## config.mk

```make
export PLATFORM = sky130hd
export DESIGN_NAME = wav_pcm_stream_parser_unit
export DESIGN_NICKNAME = d
export VERILOG_FILES = /design/src/hdl/wavp_pkg.sv /design/src/hdl/wav_pcm_stream_parser_unit.sv
export SDC_FILE = /design/constraint.sdc
export NUM_CORES = 1
export LEC_CHECK = 0
export BUFFER_PORTS_ARGS = -buffer_cell sky130_fd_sc_hd__buf_2
export CAP_MARGIN = 20
export CORE_MARGIN = 2
export CORE_UTILIZATION = 43
export DETAILED_ROUTE_END_ITERATION = 10
export PLACE_DENSITY = 0.7
export SYNTH_ARGS = -nofsm -noshare
export SYNTH_HDL_FRONTEND = slang
export SYNTH_SLANG_ARGS = --single-unit
```

## constraint.sdc

```tcl
create_clock -name i_clk -period 12.55 [get_ports i_clk]
set_input_delay 1.8825 -clock i_clk [delete_from_list [all_inputs] [get_ports i_clk]]
set_output_delay 1.8825 -clock i_clk [all_outputs]
set_load 0.005 [all_outputs]
```

## src/hdl/wavp_pkg.sv

```systemverilog
// ----------------------------------------------------------------------------
// WAV PCM parser package
// Result word layout, result kinds, fault codes and RIFF chunk tags.
// ----------------------------------------------------------------------------
package wavp_pkg;

    localparam logic [1:0] KIND_FRAME  = 2'd0;
    localparam logic [1:0] KIND_FORMAT = 2'd1;
    localparam logic [1:0] KIND_FAULT  = 2'd2;
    localparam logic [1:0] KIND_END    = 2'd3;

    localparam logic [2:0] FAULT_NOT_WAVE  = 3'd0;
    localparam logic [2:0] FAULT_FMT       = 3'd1;
    localparam logic [2:0] FAULT_TAG       = 3'd2;
    localparam logic [2:0] FAULT_CHANNELS  = 3'd3;
    localparam logic [2:0] FAULT_RATE      = 3'd4;
    localparam logic [2:0] FAULT_BITS      = 3'd5;
    localparam logic [2:0] FAULT_NO_DATA   = 3'd6;
    localparam logic [2:0] FAULT_UNBOUNDED = 3'd7;

    localparam logic [31:0] TAG_RIFF       = 32'h5249_4646;
    localparam logic [31:0] TAG_WAVE       = 32'h5741_5645;
    localparam logic [31:0] TAG_FMT        = 32'h666D_7420;
    localparam logic [31:0] TAG_DATA       = 32'h6461_7461;
    localparam logic [31:0] SIZE_UNBOUNDED = 32'hFFFF_FFFF;
    localparam logic [31:0] FMT_BODY_BYTES = 32'd16;
    localparam logic [7:0]  SIGN_FLIP      = 8'h80;

    typedef struct packed {
        logic [1:0]         kind;
        logic signed [15:0] left;
        logic signed [15:0] right;
        logic [31:0]        sample_rate;
        logic               stereo;
        logic               wide_samples;
        logic [2:0]         fault_code;
        logic               data_done;
        logic               input_ended;
    } t_result;

endpackage

```

## src/hdl/wav_pcm_stream_parser_unit.sv

```systemverilog
// ----------------------------------------------------------------------------
// WAV PCM stream parser
// The parser takes one byte per cycle while the buffer word is empty; its step
// is a single registered pass.
// A two-word output buffer keeps bytes flowing while one result waits.
// Synchronous active-low reset returns the parser to the file header.
// Parses RIFF/WAVE into format, fault, end and 16-bit stereo frame words.
// ----------------------------------------------------------------------------
module wav_pcm_stream_parser_unit
    import wavp_pkg::*;
(
    input  logic               i_clk,
    input  logic               i_rst_n,
    input  logic               i_in_valid,
    output logic               o_in_stall,
    input  logic [7:0]         i_in_byte,
    input  logic               i_end_of_input,
    output logic               o_out_valid,
    input  logic               i_out_stall,
    output logic [1:0]         o_kind,
    output logic signed [15:0] o_left,
    output logic signed [15:0] o_right,
    output logic [31:0]        o_sample_rate,
    output logic               o_stereo,
    output logic               o_wide_samples,
    output logic [2:0]         o_fault_code,
    output logic               o_data_done,
    output logic               o_input_ended
);

    localparam logic [3:0] PH_HDR       = 4'd0;
    localparam logic [3:0] PH_FMT_HEAD  = 4'd1;
    localparam logic [3:0] PH_FMT_SKIP  = 4'd2;
    localparam logic [3:0] PH_FMT_BODY  = 4'd3;
    localparam logic [3:0] PH_FMT_REST  = 4'd4;
    localparam logic [3:0] PH_DATA_HEAD = 4'd5;
    localparam logic [3:0] PH_DATA_SKIP = 4'd6;
    localparam logic [3:0] PH_DATA      = 4'd7;
    localparam logic [3:0] PH_DONE      = 4'd8;
    localparam logic [3:0] PH_FAULT     = 4'd9;

    logic [3:0]  r_phase, n_phase;
    logic [3:0]  r_cnt, n_cnt;
    logic [31:0] r_tag, n_tag;
    logic [31:0] r_size, n_size;
    logic [15:0] r_ftag, n_ftag;
    logic [15:0] r_chan, n_chan;
    logic [31:0] r_rate, n_rate;
    logic [15:0] r_bits, n_bits;
    logic [31:0] r_left_cnt, n_left_cnt;
    logic [7:0]  r_low, n_low;
    logic [15:0] r_lhold, n_lhold;
    logic        r_half, n_half;

    t_result     n_res;
    logic        n_have;
    logic        head_done;
    logic        sample_ok;
    logic [15:0] sample;

    t_result     r_out;
    t_result     r_skid;
    logic        r_out_valid;
    logic        r_skid_valid;
    logic        accept;
    logic        out_take;

    assign accept     = i_in_valid && !r_skid_valid;
    assign out_take   = r_out_valid && !i_out_stall;
    assign o_in_stall = r_skid_valid;

    always_comb begin
        n_phase    = r_phase;
        n_cnt      = r_cnt;
        n_tag      = r_tag;
        n_size     = r_size;
        n_ftag     = r_ftag;
        n_chan     = r_chan;
        n_rate     = r_rate;
        n_bits     = r_bits;
        n_left_cnt = r_left_cnt;
        n_low      = r_low;
        n_lhold    = r_lhold;
        n_half     = r_half;
        n_res      = '0;
        n_have     = 1'b0;
        head_done  = 1'b0;
        sample_ok  = 1'b0;
        sample     = '0;

        if (r_phase == PH_FMT_HEAD || r_phase == PH_DATA_HEAD) begin
            if (r_cnt[2:0] < 3'd4) begin
                n_tag = {r_tag[23:0], i_in_byte};
            end
            case (r_cnt[2:0])
                3'd4:    n_size = {24'd0, i_in_byte};
                3'd5:    n_size[15:8] = i_in_byte;
                3'd6:    n_size[23:16] = i_in_byte;
                3'd7:    n_size[31:24] = i_in_byte;
                default: n_size = r_size;
            endcase
            if (r_cnt[2:0] == 3'd7) begin
                n_cnt     = '0;
                head_done = (n_size != '0);
            end else begin
                n_cnt = r_cnt + 4'd1;
            end
        end

        case (r_phase)
            PH_HDR: begin
                if (r_cnt < 4'd4 || r_cnt >= 4'd8) begin
                    n_tag = {r_tag[23:0], i_in_byte};
                end
                if (r_cnt == 4'd3 && n_tag != TAG_RIFF) begin
                    n_have = 1'b1;
                    n_res.kind = KIND_FAULT;
                    n_res.fault_code = FAULT_NOT_WAVE;
                    n_phase = PH_FAULT;
                end else if (r_cnt >= 4'd11) begin
                    n_cnt = '0;
                    if (n_tag != TAG_WAVE) begin
                        n_have = 1'b1;
                        n_res.kind = KIND_FAULT;
                        n_res.fault_code = FAULT_NOT_WAVE;
                        n_phase = PH_FAULT;
                    end else begin
                        n_phase = PH_FMT_HEAD;
                    end
                end else begin
                    n_cnt = r_cnt + 4'd1;
                end
            end
            PH_FMT_HEAD: begin
                if (head_done) begin
                    if (n_tag != TAG_FMT) begin
                        n_phase = PH_FMT_SKIP;
                    end else if (n_size < FMT_BODY_BYTES) begin
                        n_have = 1'b1;
                        n_res.kind = KIND_FAULT;
                        n_res.fault_code = FAULT_FMT;
                        n_phase = PH_FAULT;
                    end else begin
                        n_phase = PH_FMT_BODY;
                    end
                end
            end
            PH_FMT_SKIP, PH_FMT_REST, PH_DATA_SKIP: begin
                n_size = r_size - 32'd1;
                if (n_size == '0) begin
                    n_phase = (r_phase == PH_FMT_SKIP) ? PH_FMT_HEAD : PH_DATA_HEAD;
                end
            end
            PH_FMT_BODY: begin
                case (r_cnt)
                    4'd0:    n_ftag = {8'd0, i_in_byte};
                    4'd1:    n_ftag[15:8] = i_in_byte;
                    4'd2:    n_chan = {8'd0, i_in_byte};
                    4'd3:    n_chan[15:8] = i_in_byte;
                    4'd4:    n_rate = {24'd0, i_in_byte};
                    4'd5:    n_rate[15:8] = i_in_byte;
                    4'd6:    n_rate[23:16] = i_in_byte;
                    4'd7:    n_rate[31:24] = i_in_byte;
                    4'd14:   n_bits = {8'd0, i_in_byte};
                    4'd15:   n_bits[15:8] = i_in_byte;
                    default: n_ftag = r_ftag;
                endcase
                n_cnt = r_cnt + 4'd1;
                if (r_cnt == 4'd15) begin
                    n_res.kind = KIND_FAULT;
                    n_phase = PH_FAULT;
                    n_have = 1'b1;
                    if (n_ftag != 16'd1) begin
                        n_res.fault_code = FAULT_TAG;
                    end else if (n_chan != 16'd1 && n_chan != 16'd2) begin
                        n_res.fault_code = FAULT_CHANNELS;
                    end else if (n_rate == '0) begin
                        n_res.fault_code = FAULT_RATE;
                    end else if (n_bits != 16'd8 && n_bits != 16'd16) begin
                        n_res.fault_code = FAULT_BITS;
                    end else begin
                        n_have = 1'b0;
                        n_res = '0;
                        if (r_size > FMT_BODY_BYTES) begin
                            n_size = r_size - FMT_BODY_BYTES;
                            n_phase = PH_FMT_REST;
                        end else begin
                            n_phase = PH_DATA_HEAD;
                        end
                    end
                end
            end
            PH_DATA_HEAD: begin
                if (head_done) begin
                    if (n_tag != TAG_DATA) begin
                        n_phase = PH_DATA_SKIP;
                    end else if (n_size == SIZE_UNBOUNDED) begin
                        n_have = 1'b1;
                        n_res.kind = KIND_FAULT;
                        n_res.fault_code = FAULT_UNBOUNDED;
                        n_phase = PH_FAULT;
                    end else begin
                        n_left_cnt = n_size;
                        n_cnt = '0;
                        n_half = 1'b0;
                        n_phase = PH_DATA;
                        n_have = 1'b1;
                        n_res.kind = KIND_FORMAT;
                        n_res.sample_rate = r_rate;
                        n_res.stereo = (r_chan == 16'd2);
                        n_res.wide_samples = (r_bits == 16'd16);
                    end
                end
            end
            PH_DATA: begin
                n_cnt = {3'd0, ~r_cnt[0]};
                n_left_cnt = r_left_cnt - 32'd1;
                if (r_bits != 16'd16) begin
                    sample = {i_in_byte ^ SIGN_FLIP, i_in_byte};
                    sample_ok = 1'b1;
                end else if (!r_cnt[0]) begin
                    n_low = i_in_byte;
                end else begin
                    sample = {i_in_byte, r_low};
                    sample_ok = 1'b1;
                end
                if (sample_ok) begin
                    if (r_chan == 16'd2) begin
                        n_half = ~r_half;
                        if (!r_half) begin
                            n_lhold = sample;
                        end else begin
                            n_have = 1'b1;
                            n_res.left = r_lhold;
                            n_res.right = sample;
                        end
                    end else begin
                        n_have = 1'b1;
                        n_res.left = sample;
                        n_res.right = sample;
                    end
                end
                if (n_left_cnt == '0) begin
                    n_phase = PH_DONE;
                    n_res.data_done = n_have;
                end
            end
            default: begin
                n_phase = r_phase;
            end
        endcase

        if (i_end_of_input) begin
            if (!n_have) begin
                n_have = 1'b1;
                n_res.kind = KIND_FAULT;
                case (n_phase)
                    PH_HDR:  n_res.fault_code = FAULT_NOT_WAVE;
                    PH_FMT_HEAD, PH_FMT_SKIP, PH_FMT_BODY: n_res.fault_code = FAULT_FMT;
                    PH_FMT_REST, PH_DATA_HEAD, PH_DATA_SKIP: n_res.fault_code = FAULT_NO_DATA;
                    default: n_res.kind = KIND_END;
                endcase
            end
            n_res.input_ended = 1'b1;
            n_phase    = PH_HDR;
            n_cnt      = '0;
            n_tag      = '0;
            n_size     = '0;
            n_ftag     = '0;
            n_chan     = '0;
            n_rate     = '0;
            n_bits     = '0;
            n_left_cnt = '0;
            n_low      = '0;
            n_lhold    = '0;
            n_half     = 1'b0;
        end
    end

    always_ff @(posedge i_clk) begin
        if (!i_rst_n) begin
            r_phase    <= PH_HDR;
            r_cnt      <= '0;
            r_tag      <= '0;
            r_size     <= '0;
            r_ftag     <= '0;
            r_chan     <= '0;
            r_rate     <= '0;
            r_bits     <= '0;
            r_left_cnt <= '0;
            r_low      <= '0;
            r_lhold    <= '0;
            r_half     <= 1'b0;
        end else if (accept) begin
            r_phase    <= n_phase;
            r_cnt      <= n_cnt;
            r_tag      <= n_tag;
            r_size     <= n_size;
            r_ftag     <= n_ftag;
            r_chan     <= n_chan;
            r_rate     <= n_rate;
            r_bits     <= n_bits;
            r_left_cnt <= n_left_cnt;
            r_low      <= n_low;
            r_lhold    <= n_lhold;
            r_half     <= n_half;
        end
    end

    always_ff @(posedge i_clk) begin
        if (!i_rst_n) begin
            r_out_valid  <= 1'b0;
            r_skid_valid <= 1'b0;
        end else if (r_skid_valid) begin
            if (out_take) begin
                r_skid_valid <= 1'b0;
            end
        end else if (accept && n_have) begin
            if (r_out_valid && !out_take) begin
                r_skid_valid <= 1'b1;
            end else begin
                r_out_valid <= 1'b1;
            end
        end else if (out_take) begin
            r_out_valid <= 1'b0;
        end
    end

    always_ff @(posedge i_clk) begin
        if (r_skid_valid) begin
            if (out_take) begin
                r_out <= r_skid;
            end
        end else if (accept && n_have) begin
            if (r_out_valid && !out_take) begin
                r_skid <= n_res;
            end else begin
                r_out <= n_res;
            end
        end
    end

    assign o_out_valid    = r_out_valid;
    assign o_kind         = r_out.kind;
    assign o_left         = r_out.left;
    assign o_right        = r_out.right;
    assign o_sample_rate  = r_out.sample_rate;
    assign o_stereo       = r_out.stereo;
    assign o_wide_samples = r_out.wide_samples;
    assign o_fault_code   = r_out.fault_code;
    assign o_data_done    = r_out.data_done;
    assign o_input_ended  = r_out.input_ended;

`ifndef SYNTHESIS
    a_skid_needs_out: assert property (@(posedge i_clk) disable iff (!i_rst_n)
        r_skid_valid |-> r_out_valid)
        else $error("Buffered result present while the output register is empty.");

    a_restart_on_end: assert property (@(posedge i_clk) disable iff (!i_rst_n)
        (accept && i_end_of_input) |=> (r_phase == PH_HDR && r_cnt == '0))
        else $error("Parser did not restart after the last byte of a file.");

    a_done_on_frame: assert property (@(posedge i_clk) disable iff (!i_rst_n)
        (o_out_valid && o_data_done) |-> (o_kind == KIND_FRAME))
        else $error("Data completion flagged on a word that is not a frame.");

    a_format_clean: assert property (@(posedge i_clk) disable iff (!i_rst_n)
        (o_out_valid && o_kind == KIND_FORMAT) |-> (o_fault_code == '0 && o_sample_rate != '0))
        else $error("Format word carries a fault code or a zero rate.");

    a_fault_stops: assert property (@(posedge i_clk) disable iff (!i_rst_n)
        (accept && !i_end_of_input && n_have && n_res.kind == KIND_FAULT)
        |=> (r_phase == PH_FAULT))
        else $error("Parser kept running after reporting a fault.");
`endif

endmodule

```

## Yosys cells after proc, flatten, opt, wreduce, memory -nomap -nowiden

Cells that the tools add are included.
W data, S select, Z words.

- Add/sub/neg operators: 4
- Order comparisons: 6
- Equality and inequality tests: 50
- Mux-type cells: 179
- Bitwise operators: 4
- Reduce and logical (&&, ||, !) cells: 38

Operator list:

| cell | count |
|---|---|
| $mux W32 | 23 |
| $mux W73 | 5 |
| $mux W68 | 4 |
| $mux W16 | 13 |
| $pmux W32 S2 | 3 |
| $mux W8 | 23 |
| $pmux W8 S2 | 9 |
| $ne A32 B31 Y1 const B | 4 |
| $mux W4 | 25 |
| $logic_not A32 Y1 | 3 |
| $mux W37 | 2 |
| $pmux W34 S2 | 1 |
| $sub A32 B1 Y32 const B | 2 |
| $eq A4 B3 Y1 const B | 11 |
| $mux W1 | 43 |
| $mux W34 | 1 |
| $eq A32 B32 Y1 const B | 1 |
| $gt A32 B5 Y1 const B | 1 |
| $lt A32 B5 Y1 const B | 1 |
| $ne A16 B1 Y1 const B | 2 |
| $ne A16 B5 Y1 const B | 2 |
| $reduce_bool A32 Y1 | 1 |
| $sub A32 B5 Y32 const B | 1 |
| $eq A4 B2 Y1 const B | 6 |
| 37 further kinds | 94 |

- Bits in registers: 357
- Logic and storage cells: 313

## Logic depth before layout (Yosys ltp)

Gate-level depths: netlist of the first run.

- Depth after elaboration: 19
- Depth in mapped cells: 17

## Worst setup path before layout of the first run

Ideal clock, no wire load.

- Path kind: input to register
- From: input i_in_byte[7]
- To: register r_out, in the netlist o_data_done, enable pin
- Arrival time: 9255 ps
- Slack: 2679 ps
- Stages: 9
- Path buffers: 1
- Cell sequence: clkbuf_1 or4_1 nor4_1 o2111ai_1 or4_1 nor3_1 a211o_1 o21ai_0 a21boi_0

- Longest elaborated chain between the ends: 14
- Elaborated cells on any way between the ends: 68

Ends and longest elaborated chain:

| what | line | RTL |
|---|---|---|
| start: declaration | wav_pcm_stream_parser_unit.sv:16 | `input logic [7:0] i_in_byte,` |
| branches (longest 9 deep; another with $lt A32 B5 Y1) | n/a |  |
| $pmux W1 S5 (*) | wav_pcm_stream_parser_unit.sv:110 | `case (r_phase)` |
| $mux W1 (*) | wav_pcm_stream_parser_unit.sv:253 | `if (i_end_of_input) begin` |
| $logic_and A1 B1 Y1 (*) | wav_pcm_stream_parser_unit.sv:334 | `end else if (accept && n_have) begin` |
| $reduce_bool A2 Y1 (no source line) (*) | n/a |  |
| $reduce_and A3 Y1 (no source line) (*) | n/a |  |
| end signal: assignment | wav_pcm_stream_parser_unit.sv:332 | `r_out <= r_skid;` |
| end signal: assignment | wav_pcm_stream_parser_unit.sv:338 | `r_out <= n_res;` |
| end: declaration | wav_pcm_stream_parser_unit.sv:61 | `t_result r_out;` |

Mark *: on every way between the ends. The select of a mux whose other input is x is not followed.
A chain may end at the register's enable or synchronous reset.

## Final worst setup path of the first run

- From: input i_in_byte[7]
- To: register r_skid[27] (netlist name), enable pin

- Longest elaborated chain between the ends: 13
- Elaborated cells on any way between the ends: 67

Ends and longest elaborated chain:

| what | line | RTL |
|---|---|---|
| branches (longest 9 deep; another with $lt A32 B5 Y1) | n/a |  |
| $pmux W1 S5 (*) | wav_pcm_stream_parser_unit.sv:110 |  |
| $mux W1 (*) | wav_pcm_stream_parser_unit.sv:253 |  |
| $logic_and A1 B1 Y1 (*) | wav_pcm_stream_parser_unit.sv:334 |  |
| $reduce_and A3 Y1 (no source line) (*) | n/a |  |
| end signal: assignment | wav_pcm_stream_parser_unit.sv:336 | `r_skid <= n_res;` |
| end: declaration | wav_pcm_stream_parser_unit.sv:62 | `t_result r_skid;` |

Marked as above.

==> implementation parameters, run 1 <==
Parameter                              Value

Yosys
  Post-synthesis sequential area ratio    41.0%
  Unique cell type count in the Yosys netlist    94
  Net count of the mapped netlist    ~2500
  Fraction of synthesis flops using an asynchronous set or reset pin    0%
  Top cells by count, synth    267 x nand2_1, 211 x dfxtp_1, 192 x nor2_1, 171 x clkbuf_1, 168 x nor2b_1
  Cell accounting for the most synthesized area    edfxtp_1
  Most used standard cell by instance count after synthesis    nand2_1
  Gate count of the mapped netlist    around 2500
  Share of the synthesized area in the top cell type    a little over a fifth
  Syn_area_per_cell    8.54 sq um
  Post-synthesis instance area    around 21000 sq um
  Dominant register cell in the synthesized netlist    dfxtp_1
  Synth top area cells    edfxtp_1 21%, dfxtp_1 20%, nor2b_1 5.0%, nand2_1 4.8%, a22oi_1 4.6%
  Warning count from the yosys run    0
  EDFF count, synth    146
  Synthesis-stage register bit count    between 300 and 400

Detailed routing
  Number of DRC markers in iteration 0    about 2100
  Number of design rule violations left after detail routing    0
  Final antenna-violating net count    0
  1st-pass router iterations    6
  Vias per cell    6.40
  Final routed wire length divided by cell count    approximately 23 microns
  Drt total wl    roughly 70000 microns
  Count of vias placed by the detailed router    between 15000 and 20000

Clock tree
  Count of H-tree levels built during CTS    2
  Post-CTS setup buffers    0
  Clock tree from TritonCTS    built
  Number of buffers on the longest clock path    3
  CTS-repair resized insts    0
  Insertion delay to the later sink of the worst-skew pair    0.58 ns
  Count of hold buffers inserted by post-cts repair    0
  Clock slew at the register clock pins of the worst setup and hold paths    0.06 ns
  Number of buffers inserted during clock tree synthesis    39
  Clock root buffer    clkbuf_16
  CTS Sinks    between 300 and 400

Placed design
  RD Place Congestion    0.972
  DP Worst Slack    between 6 and 7 ns
  Port-buffer cells    87
  Detailed Place HPWL    46000 microns
  Placement Cell Area    21700 sq um

Timing
  RSZ-0062 raised after global routing    no
  Total setup violations reported at the end of the flow    0
  Fin crit share    49.1%
  Achievable Freq    162 MHz
  Worst clock skew    roughly 0.022 ns
  Min Clock Period, post-route    6.16 ns
  Pin slew with the least headroom to its limit    1.25 ns
  Final max-slew violation count    0
  Setup tns final    0 ns
  Final hold violations    0
  Final critical-path setup slack    6.39 ns
  Slew margin rel.    15.6%

Hold path
  Worst min-delay path class    flip-flop to flip-flop

Layout
  Fin area    between 20000 and 25000 sq um
  Fill cell total of the finished layout    4601
  Area added between synthesis and finish    10.2%
  Share of layout cells above drive strength 1    11.8%
  Number of nets in the layout    2441
  Footprint of the multi-input gates    between 10000 and 15000 sq um
  Storage element area    ~8600 sq um
  Total inserted antenna cells    0

Worst setup path
  Critical path launch point type    primary input
  Endpoint arrival time on the critical path    6.35 ns
  Required time at the endpoint of the critical path    12.74 ns
  Worst Setup End Kind    flip-flop
  Critical-path maximum fanout    67
  Crit path kind    primary input to flip-flop

GRT
  Global-route wire length before repair    approximately 110000 microns
  Total gr overflow    0
  Vias in the first global route    approximately 18000
  Initial antenna violation count    1
  Pin count of the biggest net entering global routing    between 100 and 150
  Gr usage total    27.0%

Floorplan
  Std cell rows    81
  Top-level port count    88
  Area of the core region    48500 sq um
  Die outline area    50600 sq um
  Initial core utilization    approximately 43%
  Chip Width    225 microns
  Die height    between 200 and 250 microns

Power
  Power density normalized to cell area    about 110 nW/um^2
  Leakage power    8.38 nW
  Worst vdd ir    0.0800 mV

Flow run
  Max Cap Viol    0

Status
  Status    finished, final reports clean
[path summary, 6_finish.rpt]
| path | from | end | slack (ns) | depth (start not counted) |
|---|---|---|---|---|
| max reg2reg | r_cnt[1] | r_skid[27] | 6.49 | 12 |
| min reg2reg | r_lhold[9] | r_lhold[9] | 0.47 | 2 |
| min | r_lhold[9] | r_lhold[9] | 0.47 | 2 |
| max | i_in_byte[7] | r_skid[27] | 6.39 | 11 |
[power breakdown]
part | leakage [nW] | internal, mW | total [mW] | switching [mW]
registers | 3.12 | 1.22 | 1.23 | 0.00809
logic | 4.59 | 0.0377 | 0.135 | 0.0969
clock network | 0.672 | 0.752 | 1.26 | 0.505
[stage by stage]
stage               instances  power (mW)  hold slack [ns]  utilization, %
floorplan                2460        1.33            0.441               -
global placement         2995        1.38            0.452            44.7
detailed placement       2996        1.38            0.459            44.8
CTS                      3067        2.63            0.467            47.6
global route             3069        2.69            0.495            47.7
finish                   3069        2.62            0.466            47.7
[layout by cell type (no fill, tap or decap), drive strengths merged, types with 8 or more instances in the layout]
cell type	netlist	routed
or3	19	19
xor2	28	28
and3	32	32
nand3b	14	14
a31oi	13	13
nand2	267	267
a2111oi	22	22
o21ai	130	130
a211oi	13	13
clkbuf	171	50
nand3	58	58
and2	67	67
nor3	79	79
nor3b	10	10
o211ai	23	23
clkinv	1	10
inv	20	23
o22ai	23	23
xnor2	32	32
a22o	10	10
nor2	195	195
a21boi	33	33
ha	11	11
dfxtp	211	211
mux2i	12	12
a21oi	129	129
nand2b	17	17
nor4	53	53
edfxtp	146	146
nor4b	17	17
o21a	8	8
nor2b	168	168
a22oi	130	130
buf	46	132
o31ai	43	43
or4	18	18
mux2	46	46
nand4	42	42
nand4b	13	13
[layout make-up]
class | instances | area share (%)
clock inverter | 22 | 1.38
timing repair buffer | 133 | 3.54
clock buffer | 49 | 4.60
tap | 622 | 3.36
sequential | 357 | 37.2
multi-input combinational | 1865 | 49.6
inverter | 21 | 0.340
[sequential cells by signal (all words and copies together), names as in the netlist, 2 cells and up]
name / flops
r_rate: 32
r_skid: 73
r_tag: 32
r_chan: 16
o_fault_code: 3
o_sample_rate: 32
r_size: 32
r_bits: 16
r_low: 8
o_left: 16
o_kind: 2
r_ftag: 16
r_lhold: 16
r_phase: 4
r_left_cnt: 32
o_right: 16
r_cnt: 4
[logic make-up (layout without fill, tap and decap cells)]
group,Yosys count,count (layout),share of synthesized area (%)
AO/OA/AOI/OAI,641,641,20.5
XOR/XNOR,60,60,2.50
adder cells (fa/ha/maj),11,11,0.655
buffers and inverters,238,225,4.60
flip-flops,357,357,41.0
multiplexers,58,58,3.04
AND/OR/NAND/NOR,1095,1095,27.7
[critical path, cell delays in order]
cell,delay [ns]
buf_2,0.37
nor4_1,0.80
nand2_1,0.28
o31ai_1,0.25
nand2_1,0.10
o31ai_1,0.76
nor3_1,0.16
a211o_1,0.40
o21ai_0,0.70
nor2_4,0.13
buf_4,0.41
[layer usage]
layer	share of wire [%]	track usage, %
met1	41	34.6
met2	46	43.6
met3	8.4	4.84
met4	5.3	14.1
met5	0	0
Power figures use the tool's default switching activity.
==> run 2, diff against run 1 <==
--- a/config.mk
+++ b/config.mk
@@ -10,7 +10,7 @@
 export CORE_MARGIN = 2
 export CORE_UTILIZATION = 43
 export DETAILED_ROUTE_END_ITERATION = 10
-export PLACE_DENSITY = 0.7
+export PLACE_DENSITY = 0.72
 export SYNTH_ARGS = -nofsm -noshare
 export SYNTH_HDL_FRONTEND = slang
 export SYNTH_SLANG_ARGS = --single-unit
==> constraint.sdc (replaced) <==
create_clock -name i_clk -period 5.3 [get_ports i_clk]
set_input_delay 0.795 -clock i_clk [delete_from_list [all_inputs] [get_ports i_clk]]
set_output_delay 0.795 -clock i_clk [all_outputs]
set_load 0.005 [all_outputs]
==> implementation parameters, run 2 (synthesis results as in run 1) <==
Parameter                              Value

Hold path
  Worst min-delay path class    flip-flop to flip-flop (unchanged)
  Worst hold path stage count    2 (unchanged)
  Hold Crit Start    r_lhold[10] (was r_lhold[9])
  Endpoint of the worst hold path    r_lhold[10] (was r_lhold[9])

Layout
  Number of nets in the layout    2488 (was 2441)
  Final Core Density    48.3% (was 47.7%)
  Max FFs per register    73 (unchanged)
  Register with the most flip-flops    r_skid (unchanged)
  Fill cell total of the finished layout    4514 (was 4601)
  Area added between synthesis and finish    11.7% (was 10.2%)
  Most common cell after layout, fill and taps aside    nand2_1 (unchanged)
  Non-filler cells, final    3118 (was 3069)
  Highest-count cells in the layout ignoring fill and taps    267 x nand2_1, 209 x dfxtp_1, 190 x nor2_1 (unchanged)
  Total inserted antenna cells    0 (unchanged)
  Share of layout cells above drive strength 1    13.0% (was 11.8%)

Detailed routing
  Final routed wire length divided by cell count    22.8 microns (was 22.6 microns)
  Final antenna-violating net count    0 (unchanged)
  Drt total wl    71000 microns (was 69500 microns)
  Count of vias placed by the detailed router    19800 (was 19600)
  1st-pass router iterations    6 (unchanged)
  Number of design rule violations left after detail routing    0 (unchanged)
  Number of DRC markers in iteration 0    2254 (was 2134)
  Vias per cell    6.36 (was 6.40)

Clock tree
  CTS Sinks    357 (unchanged)
  CTS-repair resized insts    0 (unchanged)
  Number of buffers inserted during clock tree synthesis    40 (was 39)
  Count of hold buffers inserted by post-cts repair    0 (unchanged)
  Number of buffers on the longest clock path    3 (unchanged)
  Clock tree from TritonCTS    built (unchanged)
  Clock slew at the register clock pins of the worst setup and hold paths    0.06 ns (about the same)
  Post-CTS setup buffers    0 (unchanged)
  Count of H-tree levels built during CTS    2 (unchanged)
  Clock root buffer    clkbuf_16 (unchanged)
  Insertion delay to the later sink of the worst-skew pair    0.59 ns (was 0.58 ns)

GRT
  Met2 routing resource usage after global routing    44.1% (was 43.6%)
  Met1 Usage GRT    35.7% (was 34.6%)
  Gr usage total    27.5% (was 27.0%)
  Pin count of the biggest net entering global routing    129 (was 119)
  Vias in the first global route    18800 (was 18500)
  Global-route wire length before repair    110000 microns (was 108000 microns)
  Busiest metal layer after global routing    met2 (unchanged)
  Total gr overflow    0 (unchanged)
  Met3 track demand over resource    4.15% (was 4.84%)
  Initial antenna violation count    1 (unchanged)

Timing
  Total setup violations reported at the end of the flow    0 (unchanged)
  Setup tns final    0 ns (unchanged)
  Final max-slew violation count    0 (unchanged)
  Pin slew with the least headroom to its limit    1.09 ns (was 1.25 ns)
  Slew margin rel.    26.8% (was 15.6%)
  Achievable Freq    around 210 MHz
  Fin crit share    88.7%
  Final hold violations    0 (unchanged)
  Min Clock Period, post-route    roughly 4.7 ns
  Worst clock skew    0.0286 ns (was 0.0216 ns)
  RSZ-0062 raised after global routing    no (unchanged)

Status
  Status    finished, final reports clean (unchanged)

Power
  Combinational group share of total power    5.3% (was 5.1%)
  PnR Total Power    6.05 mW (was 2.62 mW)
  P_int    4.62 mW (was 2.01 mW)
  Clock Power Share    46.8% (was 48.0%)
  Worst vdd ir    0.225 mV (was 0.0800 mV)
  Switching power share of the total    23.7% (was 23.3%)
  Part of the power in registers    47.9% (was 46.9%)
  Power density normalized to cell area    258 nW/um^2 (was 113 nW/um^2)
  Leakage power    8.67 nW (was 8.38 nW)
  Switching power    1.44 mW (was 0.610 mW)

Placed design
  RD Place Congestion    0.987 (was 0.972)
  Detailed Place HPWL    48300 microns (was 46000 microns)
  Port-buffer cells    87 (unchanged)
  Cells after DPL    3043 (was 2996)

Floorplan
  Die outline area    50600 sq um (unchanged)
  Chip Width    225 microns (unchanged)
  Top-level port count    88 (unchanged)
  Die height    225 microns (unchanged)
  Std cell rows    81 (unchanged)
  Initial core utilization    43.3% (unchanged)
  Area of the core region    48500 sq um (unchanged)

Worst setup path
  Critical path launch point type    flip-flop (was primary input)
  Crit path kind    flip-flop to flip-flop (was primary input to flip-flop)
  Critical Path, Cell by Cell    ha_1, ha_1, buf_4, nor4bb_1, buf_4, nand2_1, a21oi_1, o22ai_1, a2111oi_0, buf_4, and3_1, a21oi_1, a2111oi_4, nor2_2, or3_1, nand2_1 (was buf_2, nor4_1, nand2_1, o31ai_1, nand2_1, o31ai_1, nor3_1, a211o_1, o21ai_0, nor2_4, buf_4)
  Critical-path maximum fanout    14 (was 67)
  Endpoint arrival time on the critical path    5.15 ns (was 6.35 ns)
  FF-to-FF setup slack    0.60 ns (was 6.49 ns)
  Stage delay of the slowest cell on the critical path    0.62 ns (was 0.80 ns)
  Dominant cell type by count on the critical path    buf_4
  Cell at the slowest stage of the critical path    dfxtp_1 (was nor4_1)
  Logic depth of the worst register-to-register path    16 (was 12)
  Startpoint of the most critical register-to-register path    r_cnt[0] (was r_cnt[1])
  Worst flop-to-flop path endpoint    r_skid[3] (was r_skid[27])
  Worst Setup End Kind    flip-flop (unchanged)
  Required time at the endpoint of the critical path    5.75 ns (was 12.74 ns)

Flow run
  Max Cap Viol    0 (unchanged)
[run 2: worst max-delay path, delay by kind of cell, from the launching register on]
kind / cells / cell delay [ns]
adder cells (fa/ha/maj): 2 / 0.68
buffers and inverters: 3 / 0.73
AND/OR/NAND/NOR: 6 / 1.14
AO/OA/AOI/OAI: 5 / 1.42
flip-flops: 1 / 0.62
[run 2: worst max-delay path by stage]
| stage | start | endpoint | slack (ns) |
|---|---|---|---|
| after global routing | r_cnt[0] | o_fault_code[2] | 0.30 |
| final | r_cnt[0] | r_skid[3] | 0.60 |
| after global placement | i_in_byte[1] | o_sample_rate[21] | 0.49 |
| after CTS | r_cnt[0] | o_sample_rate[22] | 0.73 |
| after floorplan | i_in_byte[7] | o_data_done | 0.52 |
| after detailed placement | i_in_byte[1] | o_sample_rate[22] | 0.48 |
[run 2: power by group through the flow]
stage / registers, mW / clock network, mW / logic, mW
2_1_floorplan: 2.96 / 0 / 0.189
3_3_place_gp: 2.96 / 0 / 0.307
3_5_place_dp: 2.96 / 0 / 0.313
4_1_cts: 2.90 / 2.88 / 0.314
5_1_grt: 2.90 / 2.99 / 0.341
6_report: 2.90 / 2.83 / 0.321
[run 2: per-stage QoR]
step	hold slack (ns)	cell area (sq um)	worst slack [ns]
finish	0.464	23500	0.601
global route	0.489	23500	0.299
CTS	0.467	23400	0.732
detailed placement	0.459	22100	0.477
global placement	0.451	22100	0.487
floorplan	0.441	21000	0.516
[run 2: cell type report]
| cell class | instances | area (sq um) | share of cell area (%) |
|---|---|---|---|
| Clock buffer | 55 | 1080 | 4.59 |
| Clock inverter | 19 | 250 | 1.07 |
| Inverter | 21 | 78.8 | 0.336 |
| Multi-Input combinational cell | 1865 | 11500 | 48.9 |
| Sequential cell | 357 | 8610 | 36.7 |
| Tap cell | 622 | 778 | 3.32 |
| Timing Repair Buffer | 179 | 1200 | 5.11 |
[run 2: metal layers]
metal | wire length, microns | vias to the layer above
met3 | 5420 | 222
li1 | - | 9063
met2 | 32900 | 1014
met4 | 3710 | 0
met1 | 29000 | 9516
met5 | 0 | -
